[src/hdl/mmes_pkg.sv]
// ----------------------------------------------------------------------------
// mmes_pkg: shared types and constants for the min multiset sweep engine
// Request kinds, result status codes, cell control type and default sizes.
// ----------------------------------------------------------------------------
`default_nettype none

package mmes_pkg;

  // Default sizes
  localparam int CAPACITY_DEF   = 256;
  localparam int VALUE_BITS_DEF = 32;
  localparam int COUNT_BITS_DEF = 16;

  // Fixed port widths
  localparam int REQ_W    = 2;
  localparam int DATA_W   = 32;
  localparam int STATUS_W = 3;

  // Cells per group in the match reduction
  localparam int GROUP_SIZE = 16;

  // Request kinds
  localparam logic [REQ_W-1:0] REQ_INSERT = 2'd0;
  localparam logic [REQ_W-1:0] REQ_REMOVE = 2'd1;
  localparam logic [REQ_W-1:0] REQ_QUERY  = 2'd2;

  // Result status codes
  localparam logic [STATUS_W-1:0] ST_DONE    = 3'd0;
  localparam logic [STATUS_W-1:0] ST_MIN     = 3'd1;
  localparam logic [STATUS_W-1:0] ST_EMPTY   = 3'd2;
  localparam logic [STATUS_W-1:0] ST_FULL    = 3'd3;
  localparam logic [STATUS_W-1:0] ST_MISSING = 3'd4;

  // Update applied to the chain
  typedef enum logic [2:0] {
    OP_NONE   = 3'd0,
    OP_INC    = 3'd1,
    OP_DEC    = 3'd2,
    OP_INSERT = 3'd3,
    OP_DELETE = 3'd4
  } cell_op_t;

  // Control broadcast to every cell
  typedef struct packed {
    logic     cmp_en;
    cell_op_t op;
  } cell_ctl_t;

  // Match flags a cell reports in the compare cycle
  typedef struct packed {
    logic eq;
    logic sat;
    logic one;
  } cell_flag_t;

endpackage

`default_nettype wire

[src/hdl/mmes_cell.sv]
// ----------------------------------------------------------------------------
// mmes_cell: one entry of the sorted value chain
// Holds a value with its copy count, compares against the broadcast value
// and shifts data to or from its neighbors on insert and delete.
// ----------------------------------------------------------------------------
`default_nettype none

module mmes_cell #(
  parameter int VALUE_BITS = mmes_pkg::VALUE_BITS_DEF,
  parameter int COUNT_BITS = mmes_pkg::COUNT_BITS_DEF
) (
  input  wire                         clk,
  input  wire                         rst_n,
  input  mmes_pkg::cell_ctl_t         ctl,
  input  wire  [VALUE_BITS-1:0]       cmp_value,
  input  wire                         left_valid,
  input  wire  [VALUE_BITS-1:0]       left_value,
  input  wire  [COUNT_BITS-1:0]       left_count,
  input  wire                         left_lt,
  input  wire                         right_valid,
  input  wire  [VALUE_BITS-1:0]       right_value,
  input  wire  [COUNT_BITS-1:0]       right_count,
  output logic                        valid,
  output logic [VALUE_BITS-1:0]       value,
  output logic [COUNT_BITS-1:0]       count,
  output logic                        lt,
  output mmes_pkg::cell_flag_t        flags
);
  import mmes_pkg::*;

  logic                  valid_r, valid_nxt;
  logic [VALUE_BITS-1:0] value_r, value_nxt;
  logic [COUNT_BITS-1:0] count_r, count_nxt;
  logic                  lt_r, lt_nxt;
  logic                  eq_r, eq_nxt;
  logic                  eq_now;
  logic                  lt_now;
  logic                  at_pos;

  // Compare against the broadcast value
  assign eq_now = valid_r && (value_r == cmp_value);
  assign lt_now = valid_r && (value_r < cmp_value);

  assign flags.eq  = eq_now;
  assign flags.sat = eq_now && (&count_r);
  assign flags.one = eq_now && (count_r == COUNT_BITS'(1));

  // Hold the compare result for the update cycle
  assign lt_nxt = ctl.cmp_en ? lt_now : lt_r;
  assign eq_nxt = ctl.cmp_en ? eq_now : eq_r;

  // This cell is the first one not below the value
  assign at_pos = !lt_r && left_lt;

  // Apply the update: count change in place, or shift along the chain
  always_comb begin
    valid_nxt = valid_r;
    value_nxt = value_r;
    count_nxt = count_r;
    case (ctl.op)
      OP_INC: begin
        if (eq_r) count_nxt = count_r + COUNT_BITS'(1);
      end
      OP_DEC: begin
        if (eq_r) count_nxt = count_r - COUNT_BITS'(1);
      end
      OP_INSERT: begin
        if (at_pos) begin
          valid_nxt = 1'b1;
          value_nxt = cmp_value;
          count_nxt = COUNT_BITS'(1);
        end else if (!lt_r) begin
          valid_nxt = left_valid;
          value_nxt = left_value;
          count_nxt = left_count;
        end
      end
      OP_DELETE: begin
        if (!lt_r) begin
          valid_nxt = right_valid;
          value_nxt = right_value;
          count_nxt = right_count;
        end
      end
      default: begin
        valid_nxt = valid_r;
      end
    endcase
  end

  always_ff @(posedge clk) begin
    if (!rst_n) begin
      valid_r <= 1'b0;
      lt_r    <= 1'b0;
      eq_r    <= 1'b0;
    end else begin
      valid_r <= valid_nxt;
      lt_r    <= lt_nxt;
      eq_r    <= eq_nxt;
    end
  end

  always_ff @(posedge clk) begin
    value_r <= value_nxt;
    count_r <= count_nxt;
  end

  assign valid = valid_r;
  assign value = value_r;
  assign count = count_r;
  assign lt    = lt_r;

endmodule

`default_nettype wire

[config.mk]
export PLATFORM = sky130hd
export DESIGN_NAME = mmes_cell
export DESIGN_NICKNAME = d
export VERILOG_FILES = /design/src/hdl/mmes_pkg.sv /design/src/hdl/mmes_cell.sv
export SDC_FILE = /design/constraint.sdc
export NUM_CORES = 1
export LEC_CHECK = 0
export BUFFER_PORTS_ARGS = -buffer_cell sky130_fd_sc_hd__buf_4
export CAP_MARGIN = 20
export CORE_MARGIN = 4
export CORE_UTILIZATION = 50
export DETAILED_ROUTE_END_ITERATION = 16
export PLACE_DENSITY = 0.9
export RECOVER_POWER = 100
export SYNTH_ARGS = -nofsm -noshare
export SYNTH_HDL_FRONTEND = slang
export SYNTH_SLANG_ARGS = --single-unit
[constraint.sdc]
create_clock -name clk -period 4.3 [get_ports clk]
set_input_delay 0.645 -clock clk [delete_from_list [all_inputs] [get_ports clk]]
set_output_delay 0.645 -clock clk [all_outputs]
set_load 0.02 [all_outputs]
# After elaboration in Yosys (flattened, before gate mapping)
# Cells that the tools add are included.
classes:
  n_addsub: 2
  order_cmp: 1
  n_eq_ne: 10
  n_mux: 14
  n_reduce_logical: 11
ops:
  columns: ["cell", "n"]
  rows:
  - ["32-bit 2-to-1 mux", 3]
  - ["16-bit 2-to-1 mux", 5]
  - ["16-bit case mux with 4 select lines", 1]
  - ["32-bit case mux with 2 select lines", 1]
  - ["32-bit equality test", 1]
  - ["32-bit < comparator", 1]
  - ["16-bit by 1-bit adder with 16-bit output, second input constant", 1]
  - ["16-bit by 1-bit equality test with 1-bit output, second input constant", 1]
  - ["16-bit AND reduction", 1]
  - ["16-bit by 1-bit subtractor with 16-bit output, second input constant", 1]
  - ["3-bit by 2-bit equality test with 1-bit output, second input constant", 2]
  - ["2-bit != test, second input constant", 3]
  - ["1-bit logical AND", 5]
  - ["5-bit AND reduction", 1]
  - ["4-bit nonzero test", 1]
  - ["3-bit by 1-bit equality test with 1-bit output, second input constant", 1]
  - ["3-bit equality test, second input constant", 1]
  - ["1-bit 2-to-1 mux", 3]
  - ["3-bit != test, second input constant", 1]
  - ["3-bit AND reduction", 1]
  - ["1-bit case mux with 2 select lines", 1]
  - ["2-bit nonzero test", 1]
  - ["1-bit zero test", 1]
totals:
  ff_bits: 51
  output_inout_bits: 53
  word_cells: 43

# Logic depth before layout (Yosys ltp)
depth:
  depth_word: 4
  ltp_mapped: 8
  depth_no_buf: 7

# Worst setup path before layout
# Ideal clock, no wire load.
synth_path:
  path_kind: "in2reg"
  start: "input port ctl[1] in the netlist's numbering"
  end: "register valid_r, in the netlist valid"
  arrival_time_ns: 3.038
  required_ns: 4.182
  slack_ns: 1.144
  stages: 7
  path_cell_list: "buf_2 -> nor3b_4 -> buf_6 -> a21oi_1 -> nor2_1 -> mux2i_1 -> nor2b_1"
synth_between:
  elab_chain_cells: 3
synth_lines:
  columns: ["element", "line_no", "text"]
  rows:
  - ["from (decl)", "mmes_cell.sv:14", "input mmes_pkg::cell_ctl_t ctl,"]
  - ["3-bit by 2-bit equality test with 1-bit output or 3-bit equality test (tied branches)", "mmes_cell.sv:60", "case (ctl.op)"]
  - ["3-bit != test (no source line), or another cell as far along", null, null]
  - ["3-bit AND reduction (no source line)", null, null]
  - ["to (signal assigned)", "mmes_cell.sv:97", "valid_r <= valid_nxt;"]
  - ["to (decl)", "mmes_cell.sv:31", "logic valid_r, valid_nxt;"]
# Parallel ways exist; a longest one is shown, timed or not.
# A chain may end at the register's enable or synchronous reset.

# Worst setup path in the final report
layout_path:
  start: "input port ctl[0] in the netlist's numbering"
  end: "register count_r[7], in the netlist count[7] (data pin)"
layout_between:
  elab_chain_cells: 2
layout_lines:
  columns: ["element", "line_no", "text"]
  rows:
  - ["3-bit equality test, or another cell as far along", "mmes_cell.sv:60", null]
  - ["16-bit case mux with 4 select lines (*)", "mmes_cell.sv:60", null]
  - ["net count_nxt[7]", "mmes_cell.sv:33", "logic [COUNT_BITS-1:0] count_r, count_nxt;"]
  - ["to (signal assigned)", "mmes_cell.sv:105", "count_r <= count_nxt;"]
  - ["to (decl)", "mmes_cell.sv:33", null]
# Mark *: on every way through the listed nets, which the timed path passes. The rest lies on a longest branch.

==> impl_metrics.env <==
export IMPL_synth_top_area_cell="edfxtp_1"
export IMPL_holdBufCountCts=0
export IMPL_relSlewSlack=-0.07904
export IMPL_p_sw_mw=0.4199
export IMPL_period_share=0.7734
export IMPL_hpwl_mm=10.21
export IMPL_period_minus_slack_ns=3.326
export IMPL_cts_setup_buffers=0
export IMPL_finalNonFillerCells=728
export IMPL_violations="capacitance limit, slew limit"
export IMPL_place_gp_congestion=0.8942
export IMPL_place_area_sq_um=5683
export IMPL_r2r_setup_slack_ns=1.66
export IMPL_async_reset_ff_frac=0
export IMPL_slowest_delay_ns=0.94
export IMPL_start_util=0.5171
export IMPL_die_area_sq_um=10080
export IMPL_antenna_found_initial=0
export IMPL_cts_clk_slew_worst_paths_ns=0.11
export IMPL_synth_cell_area_sq_um=4270
export IMPL_placedCellCount=720
export IMPL_hold_class="reg2reg"
export IMPL_dp_slack_ns=1.246
export IMPL_synth_main_ff_cell="edfxtp_1"
export IMPL_dieHeight_um=100.4
export IMPL_ctsRootBufferMaster="clkbuf_8"
export IMPL_ir_worst_vdd_mv=0.1452
export IMPL_wl_mm=12.81
export IMPL_slew_viol_final=34
export IMPL_cts_max_level=2
export IMPL_core_rowCount=33
export IMPL_start_kind="input port"
export IMPL_final_nets=794
export IMPL_ys_seq_area_frac=0.3516
export IMPL_crit_family="buffers and inverters"
export IMPL_crit_chain="clkbuf_1, nor3b_4, clkbuf_2, a221oi_1, a221o_1, a22oi_1"
export IMPL_p_leak_nw=2.405
export IMPL_synth_seq_cells=51
export IMPL_clkPwrFrac=0.285
export IMPL_power_share_switching=0.2946
export IMPL_finalHoldViolCount=0
export IMPL_syn_inst=452
export IMPL_insertion_delay_ns=0.31
export IMPL_rsz0062_at_grt="false"
export IMPL_ys_types=62
export IMPL_drc=0
export IMPL_grt_pass1_vias=4319
export IMPL_synth_edf_count=48
export IMPL_design_core_area_sq_um=8258
export IMPL_vias=4261
export IMPL_cts_sinks=51
export IMPL_drt_first_iter_violations=270
export IMPL_cp_num_buf_inv=2
export IMPL_setup_worst_path_end_class="register"
export IMPL_cpMaxStageDelayCell="clkbuf_2"
export IMPL_worst_ep_required_time_ns=4.44
export IMPL_grt_overflow=0
export IMPL_finalPower_mw=1.425
export IMPL_ys_warn_count=0
export IMPL_p_seq_frac=0.439
export IMPL_finalSetupTns_ns=0
export IMPL_via_per_inst=5.853
export IMPL_grt_usage=0.2485
export IMPL_synth_area_leaders="edfxtp_1 34%, ha_1 10%, mux2i_1 8.0%"
export IMPL_cts_tree="done"
export IMPL_worst_pin_slew_ns=1.617
export IMPL_status="complete, but fails checks"
export IMPL_power_report_internal_total_mw=1.005
export IMPL_synthTopCellsByCount="48 x edfxtp_1, 48 x nand2_1, 42 x o21ai_0"
export IMPL_arrival_ns=3.46
export IMPL_drive_gt1_frac=0.2616
export IMPL_avgSynthCellArea_sq_um=9.448
export IMPL_layout_setup_ws_ns=0.9744
export IMPL_synth_top_cell_area_share=0.3375
export IMPL_syn_num_nets=624
export IMPL_power_density_nw_per_um2=256.0
export IMPL_final_cell_area_sq_um=5567
export IMPL_area_delta_synth_final_pct=30.35
export IMPL_grt_first_pass_wirelength_mm=20.16
export IMPL_port_buffers=189
export IMPL_cts_resized_gates=0
export IMPL_antenna_cells=0
export IMPL_maxCapViolCount=1
export IMPL_ios=190
export IMPL_die_width_um=100.4
export IMPL_clk_path_buf_depth=2
export IMPL_cts_made_buffers=5
export IMPL_clock_fmax_mhz=300.7
export IMPL_ant_nets=0
export IMPL_worstSetupPathType="in2reg"
export IMPL_setup_violations_final=0
export IMPL_critPathMaxFanout=66
export IMPL_clock_skew_ns=0.01038
export IMPL_grt_max_degree=67
export IMPL_routedWlPerCell_um=17.60
export IMPL_combPwrFrac=0.276
export IMPL_dr_pass1_iters=5
-- placed cells by master (no fill, tap or decap), types with 13 or more instances in the layout --
cell type and count:
o21ai_0 44, mux2i_1 34, buf_4 137, edfxtp_1 48
nor2_1 17, nand3_1 13, a21oi_1 14, nand2_1 48
inv_1 39, ha_1 35, clkbuf_1 54
-- worst min-delay path, delay by kind of cell, from the launching register on --
family	cells	cell delay [ns]
compound gates	1	0.07
simple gates	1	0.06
flops	1	0.33
-- cell families (layout without fill, tap and decap cells) --
kind of cell | Yosys count | in the layout | share of synthesized area
mux | 34 | 34 | 0.07970
simple gates | 135 | 135 | 0.1758
buf+inv | 68 | 239 | 0.07530
compound gates | 115 | 115 | 0.1863
xor+xnor | 14 | 14 | 0.02871
fa+ha+maj | 35 | 35 | 0.1025
flops | 51 | 51 | 0.3516
-- worst paths after layout --
check,startpoint,end,depth (start not counted)
worst max-delay path,ctl[0],count[7],6
worst min register to register,eq_r,eq_r,2
worst max register to register,count[2],count[8],5
worst min-delay path,eq_r,eq_r,2
-- routing by layer --
metal | global-route usage | vias to the layer above | share of wire
li1 | - | 2028 | -
met1 | 0.2897 | 1994 | 0.37
met5 | 0 | - | 0
met2 | 0.4653 | 214 | 0.52
met4 | 0.07668 | 0 | 0.021
met3 | 0.03683 | 25 | 0.091
-- flip-flops by register name, summed over array words and instances, names as in the netlist --
| signal | cells |
|---|---|
| count | 16 |
| eq_r | 1 |
| lt | 1 |
| valid | 1 |
| value | 32 |
-- stage by stage --
| stage | hold slack, ns | utilization |
|---|---|---|
| floorplan | 0.4540 | - |
| global placement | 0.4834 | 0.6882 |
| detailed placement | 0.4828 | 0.6882 |
| CTS | 0.5062 | 0.7047 |
| global route | 0.5346 | 0.6741 |
| finish | 0.5087 | 0.6741 |
-- power groups by stage --
stage	Clock, mW	Sequential [mW]	Combinational (mW)
2_1_floorplan	0	0.658	0.201
3_3_place_gp	0	0.635	0.402
3_5_place_dp	0	0.638	0.420
4_1_cts	0.407	0.626	0.422
5_1_grt	0.424	0.631	0.433
6_report	0.406	0.626	0.393
-- cell type report --
class / count / area, sq um
clock buffers: 5 / 68.82
repair buffers: 192 / 1236
flip-flops and latches: 51 / 1501
clock inverters: 3 / 67.56
fillers: 691 / 2691
multi-input cells: 333 / 2415
well taps: 105 / 131.4
inverters: 39 / 146.4
Note: power is estimated with default switching activity, not from simulation.
